File: config.mk
export PLATFORM = sky130hd
export DESIGN_NAME = dual_window_spike_detector_core
export DESIGN_NICKNAME = d
export VERILOG_FILES = /design/src/dwsd_pkg.sv /design/src/dwsd_cell.sv /design/src/dwsd_window.sv /design/src/dual_window_spike_detector_core.sv
export SDC_FILE = /design/constraint.sdc
export NUM_CORES = 2
export LEC_CHECK = 0
export ABC_AREA = 1
export BUFFER_PORTS_ARGS = -buffer_cell sky130_fd_sc_hd__buf_2
export CORE_ASPECT_RATIO = 1.75
export CORE_MARGIN = 3
export CORE_UTILIZATION = 50
export DETAILED_ROUTE_END_ITERATION = 6
export PLACE_DENSITY = 0.65
export SLEW_MARGIN = 10
export SYNTH_ARGS = -nofsm -noshare
export SYNTH_HDL_FRONTEND = slang
export SYNTH_HIERARCHICAL = 1
export SYNTH_SLANG_ARGS = --single-unit
export TNS_END_PERCENT = 50
File: constraint.sdc
create_clock -name aclk -period 16.1 [get_ports aclk]
set_input_delay 2.415 -clock aclk [delete_from_list [all_inputs] [get_ports aclk]]
set_output_delay 2.415 -clock aclk [all_outputs]
set_load 0.05 [all_outputs]
File: src/dwsd_pkg.sv
// Shared types and constants for the dual-window spike detector.
package dwsd_pkg;

    localparam int SAMPLE_W  = 16;
    localparam int THR_W     = 17;
    localparam int CFG_IDX_W = 2;

    typedef logic [SAMPLE_W-1:0] sample_t;
    typedef logic [THR_W-1:0]    thr_t;

    // Configuration register indexes.
    localparam logic [CFG_IDX_W-1:0] CFG_MIN_POWER      = 2'd0;
    localparam logic [CFG_IDX_W-1:0] CFG_SPIKE_FRACTION = 2'd1;
    localparam logic [CFG_IDX_W-1:0] CFG_SEED_POWER     = 2'd2;

    localparam sample_t MIN_POWER_RESET      = 16'd0;
    localparam thr_t    SPIKE_FRACTION_RESET = 17'd9830;
    localparam sample_t SEED_RESET           = 16'd1000;
    localparam sample_t SHORT_SEED_RESET     = sample_t'((1000 * 4) / 5);

    // Fixed 0.5 threshold with 16 fraction bits.
    localparam thr_t HALF_THR = 17'd32768;

    // 0.8 in 16 fraction bits, rounded up; floor((s * 52429) >> 16) equals
    // floor(4s/5) for every 16-bit s.
    localparam sample_t FOUR_FIFTHS_Q16 = 16'd52429;

endpackage

File: src/dwsd_cell.sv
// One window entry: a register that takes its neighbour's value on a shift.
module dwsd_cell #(
    parameter dwsd_pkg::sample_t RESET_VAL = '0
) (
    input  logic              aclk,
    input  logic              aresetn,
    input  logic              shift_en,
    input  dwsd_pkg::sample_t d,
    output dwsd_pkg::sample_t q
);

    dwsd_pkg::sample_t q_reg;

    always_ff @(posedge aclk) begin
        if (!aresetn) begin
            q_reg <= RESET_VAL;
        end else if (shift_en) begin
            q_reg <= d;
        end
    end

    assign q = q_reg;

endmodule

File: src/dwsd_window.sv
// Sliding window built as a row of cells, with its running sum and mean.
module dwsd_window #(
    parameter int                LEN       = 8,
    parameter dwsd_pkg::sample_t RESET_VAL = '0
) (
    input  logic              aclk,
    input  logic              aresetn,
    input  logic              shift_en,
    input  dwsd_pkg::sample_t din,
    output dwsd_pkg::sample_t mean
);

    localparam int SUM_W = dwsd_pkg::SAMPLE_W + $clog2(LEN);
    localparam int SH    = $clog2(LEN + 1) - 1;
    localparam logic [SUM_W-1:0] SUM_RESET = SUM_W'(RESET_VAL * LEN);

    dwsd_pkg::sample_t  taps [LEN];
    logic [SUM_W-1:0]   sum_reg;
    logic [SUM_W-1:0]   sum_next;
    logic [SUM_W-1:0]   shifted;

    for (genvar i = 0; i < LEN; i++) begin : g_cell
        dwsd_cell #(
            .RESET_VAL (RESET_VAL)
        ) u_cell (
            .aclk     (aclk),
            .aresetn  (aresetn),
            .shift_en (shift_en),
            .d        ((i == 0) ? din : taps[(i == 0) ? 0 : i - 1]),
            .q        (taps[i])
        );
    end

    // The last cell holds the oldest entry, which leaves as the new one enters.
    assign sum_next = sum_reg - SUM_W'(taps[LEN-1]) + SUM_W'(din);

    always_ff @(posedge aclk) begin
        if (!aresetn) begin
            sum_reg <= SUM_RESET;
        end else if (shift_en) begin
            sum_reg <= sum_next;
        end
    end

    assign shifted = sum_reg >> SH;

    always_comb begin
        if (shifted > SUM_W'({dwsd_pkg::SAMPLE_W{1'b1}})) begin
            mean = '1;
        end else begin
            mean = shifted[dwsd_pkg::SAMPLE_W-1:0];
        end
    end

endmodule

File: src/dual_window_spike_detector_core.sv
// Top level of the dual-window spike detector: control, registers and alert test.
//
// After a power sample's beat is accepted, state UPDATE shifts the sample into both
// cell rows and updates the running sums, if the sample reaches the minimum power.
// State MULT registers the 17 x 16 threshold multiply. State DONE does the compare
// and loads the output register in the same cycle, once the output register is free.
// A restart's result is loaded after the seed values are shifted through the cell
// rows one entry per cycle. One item is in work at a time, so a sample holds the
// input channel until its result is loaded. A new item is accepted while the
// previous result still waits in the output register. Configuration writes are
// taken in every cycle.
module dual_window_spike_detector_core #(
    parameter int SHORT_LEN = 8,
    parameter int LONG_LEN  = 64
) (
    input  logic                            aclk,
    input  logic                            aresetn,
    input  logic                            s_valid,
    output logic                            s_ready,
    input  logic                            s_func,
    input  logic [15:0]                     s_power_sample,
    input  logic                            s_acceleration_active,
    output logic                            m_valid,
    input  logic                            m_ready,
    output logic                            m_alert,
    output logic                            m_sample_taken,
    output logic [15:0]                     m_short_average,
    output logic [15:0]                     m_long_average,
    input  logic                            cfg_valid,
    output logic                            cfg_ready,
    input  logic [dwsd_pkg::CFG_IDX_W-1:0]  cfg_index,
    input  logic [dwsd_pkg::THR_W-1:0]      cfg_data
);

    localparam int RUN_LEN = (SHORT_LEN > LONG_LEN) ? SHORT_LEN : LONG_LEN;
    localparam int CNT_W   = $clog2(RUN_LEN);

    localparam logic [2:0] ST_IDLE      = 3'd0;
    localparam logic [2:0] ST_UPDATE    = 3'd1;
    localparam logic [2:0] ST_MULT      = 3'd2;
    localparam logic [2:0] ST_SEED_PREP = 3'd3;
    localparam logic [2:0] ST_SEED_RUN  = 3'd4;
    localparam logic [2:0] ST_DONE      = 3'd5;

    logic [2:0]          state_reg, state_next;
    logic [CNT_W-1:0]    run_cnt_reg, run_cnt_next;

    dwsd_pkg::sample_t   min_power_reg;
    dwsd_pkg::thr_t      spike_fraction_reg;
    dwsd_pkg::sample_t   seed_power_reg;

    logic                func_reg;
    dwsd_pkg::sample_t   power_reg;
    logic                accel_reg;
    logic                taken_reg, taken_next;
    dwsd_pkg::sample_t   short_seed_reg;
    logic [31:0]         seed_prod;

    logic [32:0]         prod_reg;
    dwsd_pkg::sample_t   diff_reg;
    logic                rise_reg;
    dwsd_pkg::thr_t      thr;

    logic                m_valid_reg;
    logic                alert_reg;
    logic                taken_out_reg;
    dwsd_pkg::sample_t   short_avg_reg;
    dwsd_pkg::sample_t   long_avg_reg;

    logic                shift_en;
    dwsd_pkg::sample_t   short_din;
    dwsd_pkg::sample_t   long_din;
    dwsd_pkg::sample_t   short_mean;
    dwsd_pkg::sample_t   long_mean;
    logic                load_out;
    logic                alert_next;

    assign s_ready   = (state_reg == ST_IDLE);
    assign cfg_ready = 1'b1;

    // Configuration registers.
    always_ff @(posedge aclk) begin
        if (!aresetn) begin
            min_power_reg      <= dwsd_pkg::MIN_POWER_RESET;
            spike_fraction_reg <= dwsd_pkg::SPIKE_FRACTION_RESET;
            seed_power_reg     <= dwsd_pkg::SEED_RESET;
        end else if (cfg_valid) begin
            unique case (cfg_index)
                dwsd_pkg::CFG_MIN_POWER: begin
                    min_power_reg <= cfg_data[dwsd_pkg::SAMPLE_W-1:0];
                end
                dwsd_pkg::CFG_SPIKE_FRACTION: begin
                    spike_fraction_reg <= cfg_data;
                end
                dwsd_pkg::CFG_SEED_POWER: begin
                    seed_power_reg <= cfg_data[dwsd_pkg::SAMPLE_W-1:0];
                end
                default: begin
                end
            endcase
        end
    end

    assign taken_next = (power_reg >= min_power_reg);
    assign seed_prod  = seed_power_reg * dwsd_pkg::FOUR_FIFTHS_Q16;

    always_comb begin
        shift_en  = 1'b0;
        short_din = power_reg;
        long_din  = power_reg;
        if (state_reg == ST_UPDATE) begin
            shift_en = taken_next;
        end else if (state_reg == ST_SEED_RUN) begin
            shift_en  = 1'b1;
            short_din = short_seed_reg;
            long_din  = seed_power_reg;
        end
    end

    dwsd_window #(
        .LEN       (SHORT_LEN),
        .RESET_VAL (dwsd_pkg::SHORT_SEED_RESET)
    ) u_short (
        .aclk     (aclk),
        .aresetn  (aresetn),
        .shift_en (shift_en),
        .din      (short_din),
        .mean     (short_mean)
    );

    dwsd_window #(
        .LEN       (LONG_LEN),
        .RESET_VAL (dwsd_pkg::SEED_RESET)
    ) u_long (
        .aclk     (aclk),
        .aresetn  (aresetn),
        .shift_en (shift_en),
        .din      (long_din),
        .mean     (long_mean)
    );

    assign thr      = accel_reg ? dwsd_pkg::HALF_THR : spike_fraction_reg;
    assign load_out = (state_reg == ST_DONE) && (!m_valid_reg || m_ready);
    assign alert_next = taken_reg && rise_reg &&
                        ({1'b0, diff_reg, 16'h0000} > prod_reg);

    always_comb begin
        state_next   = state_reg;
        run_cnt_next = run_cnt_reg;
        unique case (state_reg)
            ST_IDLE: begin
                if (s_valid) begin
                    state_next = s_func ? ST_SEED_PREP : ST_UPDATE;
                end
            end
            ST_UPDATE: begin
                state_next = ST_MULT;
            end
            ST_MULT: begin
                state_next = ST_DONE;
            end
            ST_SEED_PREP: begin
                state_next   = ST_SEED_RUN;
                run_cnt_next = '0;
            end
            ST_SEED_RUN: begin
                if (run_cnt_reg == CNT_W'(RUN_LEN - 1)) begin
                    state_next   = ST_DONE;
                    run_cnt_next = '0;
                end else begin
                    run_cnt_next = run_cnt_reg + 1'b1;
                end
            end
            ST_DONE: begin
                if (load_out) begin
                    state_next = ST_IDLE;
                end
            end
            default: begin
                state_next = ST_IDLE;
            end
        endcase
    end

    always_ff @(posedge aclk) begin
        if (!aresetn) begin
            state_reg   <= ST_IDLE;
            run_cnt_reg <= '0;
            m_valid_reg <= 1'b0;
            taken_reg   <= 1'b0;
        end else begin
            state_reg   <= state_next;
            run_cnt_reg <= run_cnt_next;
            if (state_reg == ST_UPDATE) begin
                taken_reg <= taken_next;
            end else if (state_reg == ST_SEED_PREP) begin
                taken_reg <= 1'b0;
            end
            if (load_out) begin
                m_valid_reg <= 1'b1;
            end else if (m_ready) begin
                m_valid_reg <= 1'b0;
            end
        end
    end

    // Payload registers.
    always_ff @(posedge aclk) begin
        if (s_valid && s_ready) begin
            func_reg  <= s_func;
            power_reg <= s_power_sample;
            accel_reg <= s_acceleration_active;
        end
        if (state_reg == ST_SEED_PREP) begin
            short_seed_reg <= seed_prod[31:16];
        end
        if (state_reg == ST_MULT) begin
            prod_reg <= thr * short_mean;
            diff_reg <= short_mean - long_mean;
            rise_reg <= (short_mean != '0) && (short_mean > long_mean);
        end
        if (load_out) begin
            alert_reg     <= alert_next;
            taken_out_reg <= taken_reg && !func_reg;
            short_avg_reg <= short_mean;
            long_avg_reg  <= long_mean;
        end
    end

    assign m_valid         = m_valid_reg;
    assign m_alert         = alert_reg;
    assign m_sample_taken  = taken_out_reg;
    assign m_short_average = short_avg_reg;
    assign m_long_average  = long_avg_reg;

    // An accepted beat holds the block busy for at least the following cycle.
    a_one_in_flight: assert property (@(posedge aclk) disable iff (!aresetn)
        (s_valid && s_ready) |=> !s_ready)
        else $error("input beat accepted while an item was in work");

    // An alert only ever comes with a sample that entered the windows.
    a_alert_needs_sample: assert property (@(posedge aclk) disable iff (!aresetn)
        (m_valid && m_alert) |-> m_sample_taken)
        else $error("alert without a taken sample");

    // An alert means the short mean stands above the long mean.
    a_alert_rise: assert property (@(posedge aclk) disable iff (!aresetn)
        (m_valid && m_alert) |-> (m_short_average > m_long_average))
        else $error("alert without a rise of the short mean");

    // The seeding counter only moves during the seeding pass.
    a_counter_idle: assert property (@(posedge aclk) disable iff (!aresetn)
        (state_reg != ST_SEED_RUN) |-> (run_cnt_reg == '0))
        else $error("seed counter running outside the seeding pass");

    // The cell rows shift only while a sample is taken or the windows are seeded.
    a_shift_states: assert property (@(posedge aclk) disable iff (!aresetn)
        shift_en |-> ((state_reg == ST_UPDATE) || (state_reg == ST_SEED_RUN)))
        else $error("window shift outside an update or seeding cycle");

endmodule
==> results.yml <==
cts:
  post_cts_buffers: 0
  clock_path_buffers: 3
  cts_resized: 0
  path_clk_slew_ns: 0.07
  cts_made_buffers: 133
  cts-root-buf: "clkbuf_16"
  clk_latency_ns: 0.78
  cts_sinks: 1371
  cts_tree: "done"
  ctsHtreeMaxLevel: 4
  postCtsHoldBufs: 0
pwr:
  seqPwrFrac_pct: 27.4
  combPwrFrac_pct: 54.8
  peakVddDrop_mv: 0.205
  p_sw_uw: 8410
  power.leakage_uw: 0.0380
  switching_share_pct: 46.5
  p_int_uw: 9660
  pwr-share-clk_pct: 17.8
  power_density_nw_per_um2: 232
timing:
  worst_slack_ns: 9.44
  fin_skew_ns: 0.0411
  max_freq_mhz: 150
  worst_pin_slew_ns: 1.13
  fin_crit_ns: 6.66
  fin_crit_sh_pct: 41.4
  relSlewSlack_pct: 24.6
  final_hold_viol_count: 0
  fin_setup_tns_ns: 0
  final_max_slew_viol_count: 0
  setup_viol: 0
  rsz0062_at_grt: "no"
global_route:
  grt_pass1_wl_um: 287000
  grt_pass1_vias: 54875
  antenna_found_initial: 2
  track_usage_pct: 23.2
  grt_max_degree: 241
  grt_overflow_total: 0
setup_path:
  cpMostUsedCell: "inv_1"
  cp_max_fo: 16
  max_stage_delay_ns: 0.59
  cp-end-kind: "flip-flop"
  worstPathArrival_ns: 7.20
  crit_required_ns: 16.64
  path_cells: "inv_1 > nand2_1 > inv_1 > nand2_1 > fa_1 > inv_1 > fa_1 > inv_1 > fa_1 > inv_1 > fa_1 > fa_1 > inv_1 > fa_1 > inv_1 > ha_1 > nand2_1 > o21ai_0 > a21oi_1 > nand2_1 > nand2_1 > nand3b_1 > nand2_1"
  path_delay_family: "adder cells"
  crit_type: "flip-flop to flip-flop"
  cpMaxStageDelayCell: "fa_1"
  worst-path-buf-inv: 7
  crit_path_start_kind: "flip-flop"
floorplan:
  ios: 79
  die_w_um: 298
  start_util_pct: 50.5
  die_area_um2: 154000
  placementRows: 186
  die_h_um: 516
  core_area_um2: 147000
job:
  maxCapViolCount: 0
yosys:
  postSynthAreaPerCell_um2: 7.37
  synth_edf_count: 118
  async_flop_share_pct: 0
  synth_warnings: 6
  synth_adder_area_share_pct: 14.2
  ys.flop_type: "dfxtp_1"
  seq_area_frac_synth_pct: 38.5
  ys_seq_elements: 1371
  synth_cell_type_count: 52
  yosys.area_share.simple_pct: 30.1
  synth_fp_nets: 10776
  synth_cells: 10086
  synth_area_um2: 74400
  synth_xor_area_share_pct: 0.612
  synth_top_family_by_area: "simple AND/OR/NAND/NOR gates"
  synth-compound-area-share_pct: 2.57
  synth_mux_area_share_pct: 0
cells_and_area:
  num-fill-cells: 14696
  fin_util_pct: 52.9
  final_cell_mix: "nand2_1 (2904), nor2_1 (1692), inv_1 (1669)"
  syn_to_final_growth_pct: 4.86
  final_common_cell: "nand2_1"
  drive_gt1_share_pct: 6.62
  largest_reg_flops: 1024
  final_nets: 10579
route:
  post_drt_via_cell_ratio: 4.78
  drt-total-wl_um: 179000
  ant_nets: 0
  vias: 57209
  wl_per_cell_um: 14.9
  drc: 0
  first_iter_violations: 3326
  dr.pass1.iters: 7
placement:
  dp_slack_ns: 9.45
  gp_congestion: 0.943
  port_buffers: 77
  dp_hpwl_um: 132000
run_status:
  status: "finished clean"
worst_hold_path:
  hold_path.class: "flip-flop to flip-flop"
cell usage after synthesis (all sizes together), types with 33 or more instances:
master	count	area [µm²]
nand2	3109	12200
nor2	1790	6990
inv	1682	6310
dfxtp	1253	25100
nand3	533	2710
buf	337	3600
ha	326	4080
fa	322	6450
a21oi	202	1030
o21ai	128	652
edfxtp	118	3540
clkbuf	115	516
xor2	35	307
nor3	33	176
through the flow:
| step | instances | power [µW] | area [µm²] | hold slack (ns) |
|---|---|---|---|---|
| 2_1_floorplan | 10086 | 13200 | 74400 | 0.429 |
| 3_3_place_gp | 11728 | 14900 | 73500 | 0.438 |
| 3_5_place_dp | 11728 | 15000 | 73500 | 0.443 |
| 4_1_cts | 11959 | 18300 | 78000 | 0.458 |
| 5_1_grt | 11960 | 19900 | 78000 | 0.474 |
| 6_report | 11960 | 18100 | 78000 | 0.454 |
cell families (layout without fill, tap and decap cells):
| logic type | count (synthesis) | in the layout |
|---|---|---|
| and+or+nand+nor | 5512 | 5512 |
| AOI/OAI and AO/OA | 361 | 361 |
| buffers and inverters | 2141 | 2040 |
| other | 1 | 2 |
| adders and majority gates | 648 | 648 |
| DFF | 1371 | 1371 |
| xor gates and xnor gates | 52 | 52 |
final timing paths:
check | from | endpoint | slack (ns) | depth (start not counted)
worst min register to register | u_long/g_cell[35].u_cell/q[8] | u_long/g_cell[35].u_cell/q[8] | 0.45 | 2
worst min-delay path | u_long/g_cell[35].u_cell/q[8] | u_long/g_cell[35].u_cell/q[8] | 0.45 | 2
worst max-delay path | accel_reg | prod_reg[32] | 9.44 | 23
worst max register to register | accel_reg | prod_reg[32] | 9.44 | 23
layout make-up:
cell class | instances | area, µm² | share of cell area [%]
antenna | 1 | 2.50 | 0.00321
tap | 1974 | 2470 | 3.17
inverter | 1689 | 6340 | 8.13
timing repair buffer | 120 | 756 | 0.969
sequential | 1371 | 28600 | 36.7
clock inverter | 45 | 657 | 0.842
clock buffer | 186 | 3810 | 4.89
multi-input combinational | 6574 | 35300 | 45.3
power by group through the flow:
stage / Sequential [µW] / Combinational [µW] / Clock (µW)
2_1_floorplan: 4860 / 8370 / 0
3_3_place_gp: 5000 / 9850 / 0
3_5_place_dp: 5020 / 9970 / 0
4_1_cts: 4950 / 10000 / 3310
5_1_grt: 5050 / 11500 / 3430
6_report: 4950 / 9910 / 3210
worst min-delay path, cell delays in order, from the launching register on:
cell     delay, ns
dfxtp_1       0.32
nand2_1       0.05
nand3_1       0.05
routing by layer:
layer | routed length (µm) | global-route usage (%) | vias up
met5 | 0 | 0 | -
met4 | 11400 | 13.5 | 0
met3 | 6840 | 3.35 | 394
met2 | 88600 | 41.5 | 932
met1 | 71700 | 26.4 | 26433
li1 | - | - | 29450
(Power assumes the default switching activity.)
